<file path="src/sv/assert_macros.svh">
// Concurrent assertion helpers; empty under synthesis.
`ifndef ASSERT_MACROS_SVH
`define ASSERT_MACROS_SVH
`ifndef SYNTHESIS
// Checked on every clk_i edge once rst_ni is released.
`define RGBH_ASSERT(lbl, prop, msg) \
  lbl: assert property (@(posedge clk_i) disable iff (!rst_ni) prop) else $error(msg);
// Checked on every clk_i edge, reset included.
`define RGBH_ASSERT_ALWAYS(lbl, prop, msg) \
  lbl: assert property (@(posedge clk_i) prop) else $error(msg);
`else
`define RGBH_ASSERT(lbl, prop, msg)
`define RGBH_ASSERT_ALWAYS(lbl, prop, msg)
`endif
`endif

</file>
<file path="src/sv/rgbh_pkg.sv">
package rgbh_pkg;

  localparam int RGBH_LEVELS     = 4;
  localparam int RGBH_COUNT_BITS = 24;

  localparam int CH_W      = 8;
  localparam int FRAC_BITS = 16;
  localparam int PROP_W    = FRAC_BITS + 1;
  localparam int LABEL_W   = 7;

  // Bin memory commands issued by the controller.
  typedef enum logic [1:0] {
    OP_NONE,
    OP_PIXEL,
    OP_READ,
    OP_CLEAR
  } rgbh_op_e;

  typedef enum logic [2:0] {
    ST_INIT,
    ST_IDLE,
    ST_READ,
    ST_WAIT,
    ST_DIV
  } rgbh_state_e;

endpackage

</file>
<file path="src/sv/rgbh_bin_mem.sv">
`include "assert_macros.svh"

module rgbh_bin_mem
  import rgbh_pkg::*;
#(
  parameter int LEVELS     = RGBH_LEVELS,
  parameter int COUNT_BITS = RGBH_COUNT_BITS,
  parameter int NBINS      = LEVELS * LEVELS * LEVELS,
  parameter int BIN_W      = $clog2(NBINS)
) (
  input  logic                  clk_i,
  input  logic                  rst_ni,
  input  rgbh_op_e              op_i,
  input  logic [CH_W-1:0]       red_i,
  input  logic [CH_W-1:0]       green_i,
  input  logic [CH_W-1:0]       blue_i,
  input  logic [BIN_W-1:0]      addr_i,
  output logic [COUNT_BITS-1:0] rd_data_o
);

  localparam int STEP = 255 / LEVELS;
  localparam int LV_W = $clog2(LEVELS);

  logic [COUNT_BITS-1:0] mem [NBINS];

  logic [COUNT_BITS-1:0] rd_q;
  logic                  s1_v_q;
  logic [BIN_W-1:0]      s1_idx_q;
  logic                  wr_v_q;
  logic [BIN_W-1:0]      wr_idx_q;
  logic [COUNT_BITS-1:0] wr_data_q;

  logic                  re;
  logic [BIN_W-1:0]      raddr;
  logic                  clr;
  logic                  we;
  logic [BIN_W-1:0]      waddr;
  logic [COUNT_BITS-1:0] wdata;
  logic [COUNT_BITS-1:0] old_cnt;
  logic [COUNT_BITS-1:0] inc_cnt;
  logic [BIN_W-1:0]      pix_idx;

  // Level = number of thresholds STEP*k (k = 1..LEVELS-1) the value exceeds.
  function automatic logic [LV_W-1:0] quant(input logic [CH_W-1:0] v);
    logic [LV_W-1:0] p;
    p = '0;
    for (int k = 1; k < LEVELS; k++) begin
      if (int'(v) > STEP * k) p = p + LV_W'(1);
    end
    return p;
  endfunction

  assign pix_idx = BIN_W'(quant(red_i)) * BIN_W'(LEVELS * LEVELS)
                 + BIN_W'(quant(green_i)) * BIN_W'(LEVELS)
                 + BIN_W'(quant(blue_i));

  always_comb begin
    re    = 1'b0;
    raddr = addr_i;
    clr   = 1'b0;
    unique case (op_i)
      OP_PIXEL: begin
        re    = 1'b1;
        raddr = pix_idx;
      end
      OP_READ:  re  = 1'b1;
      OP_CLEAR: clr = 1'b1;
      default: ;
    endcase
  end

  // Forward the previous write when it hit the bin that was read under it.
  assign old_cnt = (wr_v_q && (wr_idx_q == s1_idx_q)) ? wr_data_q : rd_q;
  assign inc_cnt = (&old_cnt) ? old_cnt : old_cnt + COUNT_BITS'(1);

  assign we    = s1_v_q | clr;
  assign waddr = s1_v_q ? s1_idx_q : addr_i;
  assign wdata = s1_v_q ? inc_cnt : '0;

  always_ff @(posedge clk_i) begin
    if (we) mem[waddr] <= wdata;
  end

  always_ff @(posedge clk_i) begin
    if (re) rd_q <= mem[raddr];
  end

  always_ff @(posedge clk_i or negedge rst_ni) begin
    if (!rst_ni) begin
      s1_v_q <= 1'b0;
      wr_v_q <= 1'b0;
    end else begin
      s1_v_q <= (op_i == OP_PIXEL);
      if (s1_v_q) begin
        wr_v_q <= 1'b1;
      end else if (clr) begin
        wr_v_q <= 1'b0;
      end
    end
  end

  always_ff @(posedge clk_i) begin
    if (op_i == OP_PIXEL) s1_idx_q <= pix_idx;
    if (s1_v_q) begin
      wr_idx_q  <= s1_idx_q;
      wr_data_q <= inc_cnt;
    end
  end

  assign rd_data_o = rd_q;

  `RGBH_ASSERT_ALWAYS(a_no_wr_clash, !(s1_v_q && clr), "pixel write collides with clear")
  `RGBH_ASSERT(a_fwd_tracks, s1_v_q |=> wr_v_q && (wr_idx_q == $past(s1_idx_q)), "write lost")
  `RGBH_ASSERT(a_clr_kills_fwd, (clr && !s1_v_q) |=> !wr_v_q, "forward reg valid after clear")

endmodule

</file>
<file path="src/sv/rgbh_div.sv">
module rgbh_div
  import rgbh_pkg::*;
#(
  parameter int COUNT_BITS = RGBH_COUNT_BITS
) (
  input  logic                  clk_i,
  input  logic                  rst_ni,
  input  logic                  start_i,
  input  logic [COUNT_BITS-1:0] count_i,
  input  logic [COUNT_BITS-1:0] total_i,
  output logic                  busy_o,
  output logic [PROP_W-1:0]     quot_o
);

  // Dividend count*2^FRAC_BITS + total/2; quotient fits PROP_W bits.
  localparam int NW    = COUNT_BITS + PROP_W;
  localparam int STP_W = $clog2(PROP_W + 1);

  logic                  busy_q;
  logic [STP_W-1:0]      step_q;
  logic [COUNT_BITS-1:0] rem_q;
  logic [COUNT_BITS-1:0] den_q;
  logic [PROP_W-1:0]     low_q;
  logic [PROP_W-1:0]     quot_q;

  logic [NW-1:0]         num;
  logic [COUNT_BITS:0]   trial;
  logic [COUNT_BITS:0]   diff;
  logic                  ge;

  assign num   = (NW'(count_i) << FRAC_BITS) + NW'(total_i >> 1);
  assign trial = {rem_q, low_q[PROP_W-1]};
  assign diff  = trial - {1'b0, den_q};
  assign ge    = (trial >= {1'b0, den_q});

  always_ff @(posedge clk_i or negedge rst_ni) begin
    if (!rst_ni) begin
      busy_q <= 1'b0;
      step_q <= '0;
    end else if (start_i) begin
      busy_q <= 1'b1;
      step_q <= '0;
    end else if (busy_q) begin
      step_q <= step_q + STP_W'(1);
      if (step_q == STP_W'(PROP_W - 1)) busy_q <= 1'b0;
    end
  end

  always_ff @(posedge clk_i) begin
    if (start_i) begin
      rem_q <= num[NW-1:PROP_W];
      low_q <= num[PROP_W-1:0];
      den_q <= total_i;
    end else if (busy_q) begin
      rem_q  <= ge ? diff[COUNT_BITS-1:0] : trial[COUNT_BITS-1:0];
      low_q  <= low_q << 1;
      quot_q <= {quot_q[PROP_W-2:0], ge};
    end
  end

  assign busy_o = busy_q;
  assign quot_o = quot_q;

endmodule

</file>
<file path="src/sv/rgbh_top_placeholder_unused.sv">
module rgbh_sat_cnt
  import rgbh_pkg::*;
#(
  parameter int COUNT_BITS = RGBH_COUNT_BITS
) (
  input  logic                  clk_i,
  input  logic                  rst_ni,
  input  logic                  inc_i,
  input  logic                  clr_i,
  output logic [COUNT_BITS-1:0] count_o
);

  // Pixel total: saturating increment, synchronous clear.
  logic [COUNT_BITS-1:0] count_q;
  logic [COUNT_BITS-1:0] count_d;

  always_comb begin
    count_d = count_q;
    if (clr_i) begin
      count_d = '0;
    end else if (inc_i && !(&count_q)) begin
      count_d = count_q + COUNT_BITS'(1);
    end
  end

  always_ff @(posedge clk_i or negedge rst_ni) begin
    if (!rst_ni) begin
      count_q <= '0;
    end else begin
      count_q <= count_d;
    end
  end

  assign count_o = count_q;

endmodule

</file>
<file path="src/sv/rgb_color_histogram.sv">
// Pixel transactions: accepted one per cycle while the input is not stalled; bin update is a
// 2-stage read-modify-write with forwarding in the bin memory. Finish transaction: per bin
// read, load, 17-step restoring divide, output load; the input stalls until the last bin's
// result is loaded, including any time a result waits under out_stall_i.
// Reset: asynchronous, active low; then a clearing pass zeroes the bin memory, one bin per
// cycle (LEVELS^3 bins, 64 at the default), with the input stalled.
`include "assert_macros.svh"

module rgb_color_histogram
  import rgbh_pkg::*;
#(
  parameter int LEVELS     = RGBH_LEVELS,
  parameter int COUNT_BITS = RGBH_COUNT_BITS
) (
  input  logic               clk_i,
  input  logic               rst_ni,
  input  logic               in_valid_i,
  output logic               in_stall_o,
  input  logic               kind_i,
  input  logic [CH_W-1:0]    red_i,
  input  logic [CH_W-1:0]    green_i,
  input  logic [CH_W-1:0]    blue_i,
  output logic               out_valid_o,
  input  logic               out_stall_i,
  output logic [LABEL_W-1:0] feature_label_o,
  output logic [PROP_W-1:0]  proportion_o,
  output logic               last_o
);

  localparam int NBINS  = LEVELS * LEVELS * LEVELS;
  localparam int BIN_W  = $clog2(NBINS);
  localparam int LSUM_W = (BIN_W + 1 > LABEL_W) ? BIN_W + 1 : LABEL_W;
  localparam logic [BIN_W-1:0] LAST_BIN = BIN_W'(NBINS - 1);
  localparam logic [PROP_W-1:0] PROP_ONE = PROP_W'(1 << FRAC_BITS);

  rgbh_state_e           state_q, state_d;
  logic [BIN_W-1:0]      bin_q, bin_d;

  rgbh_op_e              mem_op;
  logic [COUNT_BITS-1:0] rd_data;
  logic [COUNT_BITS-1:0] total;
  logic                  total_inc;
  logic                  total_clr;

  logic                  div_start;
  logic                  div_busy;
  logic [PROP_W-1:0]     div_quot;

  logic                  in_accept;
  logic                  out_free;
  logic                  out_load;
  logic                  bin_last;
  logic [LSUM_W-1:0]     label_sum;

  logic                  out_valid_q;
  logic [LABEL_W-1:0]    label_q;
  logic [PROP_W-1:0]     prop_q;
  logic                  last_q;

  // Bin memory: counts per bin, read-modify-write for pixels, read/clear for emission.
  rgbh_bin_mem #(
    .LEVELS     (LEVELS),
    .COUNT_BITS (COUNT_BITS),
    .NBINS      (NBINS),
    .BIN_W      (BIN_W)
  ) u_bin_mem (
    .clk_i     (clk_i),
    .rst_ni    (rst_ni),
    .op_i      (mem_op),
    .red_i     (red_i),
    .green_i   (green_i),
    .blue_i    (blue_i),
    .addr_i    (bin_q),
    .rd_data_o (rd_data)
  );

  // Pixel total.
  rgbh_sat_cnt #(
    .COUNT_BITS (COUNT_BITS)
  ) u_total (
    .clk_i   (clk_i),
    .rst_ni  (rst_ni),
    .inc_i   (total_inc),
    .clr_i   (total_clr),
    .count_o (total)
  );

  // Shared divider for count / total, one quotient bit per cycle.
  rgbh_div #(
    .COUNT_BITS (COUNT_BITS)
  ) u_div (
    .clk_i   (clk_i),
    .rst_ni  (rst_ni),
    .start_i (div_start),
    .count_i (rd_data),
    .total_i (total),
    .busy_o  (div_busy),
    .quot_o  (div_quot)
  );

  assign in_stall_o = (state_q != ST_IDLE);
  assign in_accept  = in_valid_i && (state_q == ST_IDLE);
  // The output register may take a new result when empty or being drained.
  assign out_free   = !out_valid_q || !out_stall_i;
  assign bin_last   = (bin_q == LAST_BIN);
  assign label_sum  = LSUM_W'(bin_q) + LSUM_W'(1);

  always_comb begin
    state_d   = state_q;
    bin_d     = bin_q;
    mem_op    = OP_NONE;
    total_inc = 1'b0;
    total_clr = 1'b0;
    div_start = 1'b0;
    out_load  = 1'b0;
    unique case (state_q)
      ST_INIT: begin
        // Sweep the memory to zero after reset.
        mem_op = OP_CLEAR;
        if (bin_last) begin
          bin_d   = '0;
          state_d = ST_IDLE;
        end else begin
          bin_d = bin_q + BIN_W'(1);
        end
      end
      ST_IDLE: begin
        if (in_accept) begin
          if (kind_i) begin
            bin_d   = '0;
            state_d = ST_READ;
          end else begin
            mem_op    = OP_PIXEL;
            total_inc = 1'b1;
          end
        end
      end
      ST_READ: begin
        mem_op  = OP_READ;
        state_d = ST_WAIT;
      end
      ST_WAIT: begin
        // Count is in the read register: start the divide and zero the bin.
        div_start = 1'b1;
        mem_op    = OP_CLEAR;
        state_d   = ST_DIV;
      end
      ST_DIV: begin
        if (!div_busy && out_free) begin
          out_load = 1'b1;
          if (bin_last) begin
            bin_d     = '0;
            total_clr = 1'b1;
            state_d   = ST_IDLE;
          end else begin
            bin_d   = bin_q + BIN_W'(1);
            state_d = ST_READ;
          end
        end
      end
      default: state_d = ST_INIT;
    endcase
  end

  always_ff @(posedge clk_i or negedge rst_ni) begin
    if (!rst_ni) begin
      state_q     <= ST_INIT;
      bin_q       <= '0;
      out_valid_q <= 1'b0;
    end else begin
      state_q <= state_d;
      bin_q   <= bin_d;
      if (out_load) begin
        out_valid_q <= 1'b1;
      end else if (!out_stall_i) begin
        out_valid_q <= 1'b0;
      end
    end
  end

  // Hold the result payload until the next load.
  always_ff @(posedge clk_i) begin
    if (out_load) begin
      label_q <= label_sum[LABEL_W-1:0];
      prop_q  <= (total == '0) ? '0 : div_quot;
      last_q  <= bin_last;
    end
  end

  assign out_valid_o     = out_valid_q;
  assign feature_label_o = label_q;
  assign proportion_o    = prop_q;
  assign last_o          = last_q;

  `RGBH_ASSERT(a_prop_range, out_valid_q |-> (prop_q <= PROP_ONE), "proportion above one")
  `RGBH_ASSERT(a_div_started, (state_q == ST_WAIT) |=> div_busy, "divider not started")
  `RGBH_ASSERT(a_total_cleared, (out_load && bin_last) |=> (total == '0), "total not cleared")

endmodule

</file>
<file path="config.mk">
export PLATFORM = sky130hd
export DESIGN_NAME = rgb_color_histogram
export DESIGN_NICKNAME = d
export VERILOG_FILES = /design/src/sv/rgbh_pkg.sv /design/src/sv/rgbh_bin_mem.sv /design/src/sv/rgbh_div.sv /design/src/sv/rgbh_top_placeholder_unused.sv /design/src/sv/rgb_color_histogram.sv
export VERILOG_INCLUDE_DIRS = /design/src /design/src/sv
export SDC_FILE = /design/constraint.sdc
export NUM_CORES = 2
export LEC_CHECK = 0
export BUFFER_PORTS_ARGS = -buffer_cell sky130_fd_sc_hd__clkbuf_2
export CAP_MARGIN = 0
export CORE_UTILIZATION = 63
export CTS_CLUSTER_SIZE = 25
export DETAILED_ROUTE_END_ITERATION = 12
export PLACE_DENSITY_LB_ADDON = 0.08
export SLEW_MARGIN = 25
export SYNTH_ARGS = -nofsm -noshare
export SYNTH_HDL_FRONTEND = slang
export SYNTH_SLANG_ARGS = --single-unit
</file>
<file path="constraint.sdc">
create_clock -name clk_i -period 6.42 [get_ports clk_i]
set_input_delay 0.642 -clock clk_i [delete_from_list [all_inputs] [get_ports clk_i]]
set_output_delay 0.642 -clock clk_i [all_outputs]
set_load 0.01 [all_outputs]
</file>
==> impl_metrics.py <==
metrics = {
    "sta": {
        "max_freq_mhz": 177,
        "finalHoldViolations": 0,
        "setup_slack_ps": 778,
        "timing.final.max_slew_violations": 0,
        "relSlewSlack_pct": 30.9,
        "rsz0062_at_grt": "no",
        "finalClockSkew_ps": 22.0,
        "setup_violations": 0,
        "worst_slew_pin_slew_ps": 1010,
        "period_needed_ps": 5640,
        "post-route-period-util_pct": 87.9,
    },
    "min_path": {
        "hold_path.class": "in -> reg",
    },
    "worst_setup_path": {
        "critPathMaxStageDelay_ps": 710,
        "cpMostUsedCell": "buf_4",
        "cp_cell_sequence": "inv_1 > nor2_1 > a211oi_1 > buf_4 > ha_1 > buf_4 > nor2b_1 > a311oi_1 > and3b_4 > buf_12 > buf_4 > mux2i_1 > a221o_1 > o21ai_0 > or4_1",
        "path_max_fanout": 69,
        "worstSetupPathType": "reg -> reg",
        "r2r_end": "u_bin_mem.rd_data_o[9]$_DFFE_PP_",
        "critPathCaptureType": "flip-flop",
        "arrival_ps": 6170,
        "r2r-start": "state_q[0]$_DFFE_PN0P_",
        "critPathLaunch": "state_q[0]$_DFFE_PN0P_",
        "critPathLaunchType": "flip-flop",
        "r2r_cells": 15,
        "setup.worst_path.end": "u_bin_mem.rd_data_o[9]$_DFFE_PP_",
        "worst_ep_required_time_ps": 6950,
        "reg2reg_slack_ps": 780,
        "cpMaxStageDelayCell": "and3b_4",
    },
    "final_layout": {
        "nNetsFinal": 5902,
        "areaGrowthSynthToFinish_pct": 12.7,
        "fin_cells": 7473,
        "drive_gt1_share_pct": 11.5,
        "final_cell_area_um2": 81000,
        "fill_cells": 7463,
    },
    "clocking": {
        "cts_setup_buffers": 0,
        "cts_tree": "done",
        "clk_latency_ps": 800,
        "numClockSinks": 1745,
        "htree_levels": 4,
        "ctsRootBufferMaster": "clkbuf_16",
        "cts_made_buffers": 173,
        "cts_buffer_depth": 3,
        "clk_pin_slew_ps": 60,
        "ctsHoldBuffers": 1,
        "cts_resized": 0,
    },
    "synthesis": {
        "syn_avg_cell_area_um2": 12.7,
        "synth_ff_type": "edfxtp_1",
        "synth_top_area_share_pct": 71.2,
        "yosysUniqueCellTypes": 72,
        "synth_commonest_cells": "1703 x edfxtp_1, 1576 x nand2_1, 479 x nand3_1",
        "synth.most_common_cell": "edfxtp_1",
        "synth_warnings": 0,
        "yosysTopAreaCell": "edfxtp_1",
        "ys_async_sr_fraction_pct": 2.41,
        "synth_edf_count": 1703,
        "ys_ff_latch": 1745,
        "seq_area_frac_synth_pct": 72.7,
        "synth_fp_nets": 5753,
        "syn_area_um2": 71800,
        "netlist_instances": 5677,
        "synth_area_leaders": "edfxtp_1 71%, nand2_1 8.2%, nand3_1 3.3%, a21oi_1 1.6%, dfrtp_1 1.5%",
    },
    "drt": {
        "first_pass_iters": 6,
        "antenna_left": 0,
        "drc": 0,
        "via_count": 47800,
        "drt_wl_total_um": 196000,
        "post_drt_wl_per_cell_um": 26.2,
        "via_per_inst": 6.40,
        "drtIter0Drc": 6402,
    },
    "placed_design": {
        "place_ws_ps": 795,
        "dp_cells": 7150,
        "placed_area_um2": 75500,
        "hpwl_um": 116000,
        "port_buffers": 55,
        "place.gp.congestion": 0.897,
    },
    "die": {
        "die_area_um2": 115000,
        "ios": 56,
        "core_um2": 113000,
        "rows": 123,
        "initial_utilization_pct": 63.7,
        "die-height_um": 340,
        "fp.dieW_um": 340,
    },
    "global_route": {
        "grt_max_degree": 116,
        "antenna_found_initial": 14,
        "grt_use_total_pct": 33.9,
        "gr-total-overflow": 0,
        "grt_pass1_vias": 44900,
        "grt_pass1_wl_um": 288000,
    },
    "flow_run": {
        "max-cap-violations": 0,
    },
    "outcome": {
        "status": "completed",
    },
    "power": {
        "p_leak_uw": 0.0291,
        "ir_drop_mv": 0.462,
        "powerDensity_nw_per_um2": 524,
    },
}
==> worst min path at each step <==
stage,start,endpoint,slack [ps],depth (start not counted)
floorplan,rst_ni,bin_q[0]$_DFFE_PN0P_,350,0
global placement,u_div.quot_o[0]$_DFFE_PP_,u_div.quot_o[1]$_DFFE_PP_,420,0
detailed placement,u_div.quot_o[12]$_DFFE_PP_,u_div.quot_o[13]$_DFFE_PP_,420,0
CTS,out_stall_i,out_valid_o$_DFFE_PN0P_,100,2
global route,out_stall_i,out_valid_o$_DFFE_PN0P_,150,2
finish,out_stall_i,out_valid_o$_DFFE_PN0P_,140,2
==> final cells by class <==
class                           instances  area, µm²  area share (%)
Sequential cell                      1745      52200            64.5
Multi-Input combinational cell       3536      18600            23.0
Clock buffer                          241       4730            5.84
Timing Repair Buffer                  308       2640            3.26
Tap cell                             1500       1880            2.32
Clock inverter                         79        656           0.810
Inverter                               62        233           0.287
Antenna cell                            2       5.00         0.00618
==> critical path: cells and delay by family (launching register included) <==
kind / cells / cell delay (ps)
buffers and inverters: 5 / 1310
DFF: 1 / 520
and+or+nand+nor: 4 / 1490
AOI/OAI and AO/OA: 4 / 1260
adders and majority gates: 1 / 470
muxes: 1 / 210
==> routing by layer <==
layer  routed length (µm)  vias to the layer above  track usage [%]
met5                  223                        -                0
met4                 7560                       18             13.0
met3                23700                      434             8.09
met2                90400                     2864             52.6
met1                74200                    23500             47.1
li1                     -                    21000                -
==> metrics by stage <==
stage / total power [µW] / util (%) / TNS [ps] / hold WS [ps]
floorplan: 25200 / - / 0 / 346
global placement: 32100 / 66.9 / -60.0 / 424
detailed placement: 32500 / 66.9 / 0 / 424
CTS: 42100 / 71.7 / 0 / 97.2
global route: 44200 / 71.8 / 0 / 145
finish: 42400 / 71.8 / 0 / 136
==> flip-flops by register name (all words and copies together) (netlist names), 17 cells and up <==
register / cells
proportion_o: 17
u_bin_mem.wr_data_q: 24
u_bin_mem.rd_data_o: 24
u_div.low_q: 17
u_div.quot_o: 17
u_div.rem_q: 24
u_div.den_q: 24
u_bin_mem.mem: 1536
u_total.count_o: 24
==> placed cells by master, fill, tap and decap left out, types with 22 or more instances in the layout <==
cell type  instances
edfxtp_1        1703
nand2_1         1573
nand3_1          478
a21oi_1          230
buf_4            214
clkbuf_16        178
a31oi_1          158
and3_1           152
o21ai_0           89
nor2_1            82
mux2i_1           75
nor2_2            67
inv_1             59
clkbuf_1          59
xnor2_1           55
clkbuf_2          55
o22ai_1           48
ha_1              45
clkinv_1          43
dfrtp_1           41
xor2_1            39
nor4_1            38
buf_12            37
nor2b_1           36
and2_1            27
or4_1             25
nand4_1           23
a221o_1           22
a32oi_1           22
==> cell families after synthesis <==
group,after synthesis,share of synthesized area (%)
multiplexers,82,1.17
AO/OA/AOI/OAI,659,5.61
AND/OR/NAND/NOR,2654,16.5
XOR/XNOR,94,1.15
adder cells (fa/ha/maj),47,0.840
buffers and inverters,396,2.09
flip-flops,1745,72.7
==> where the power goes <==
part / internal, µW / switching, µW / leakage (µW) / total (µW)
registers: 14500 / 548 / 0.0163 / 15000
logic: 5410 / 12300 / 0.0102 / 17700
clock network: 5470 / 4220 / 0.00261 / 9690
No activity file was read; power rests on OpenSTA's default activity.
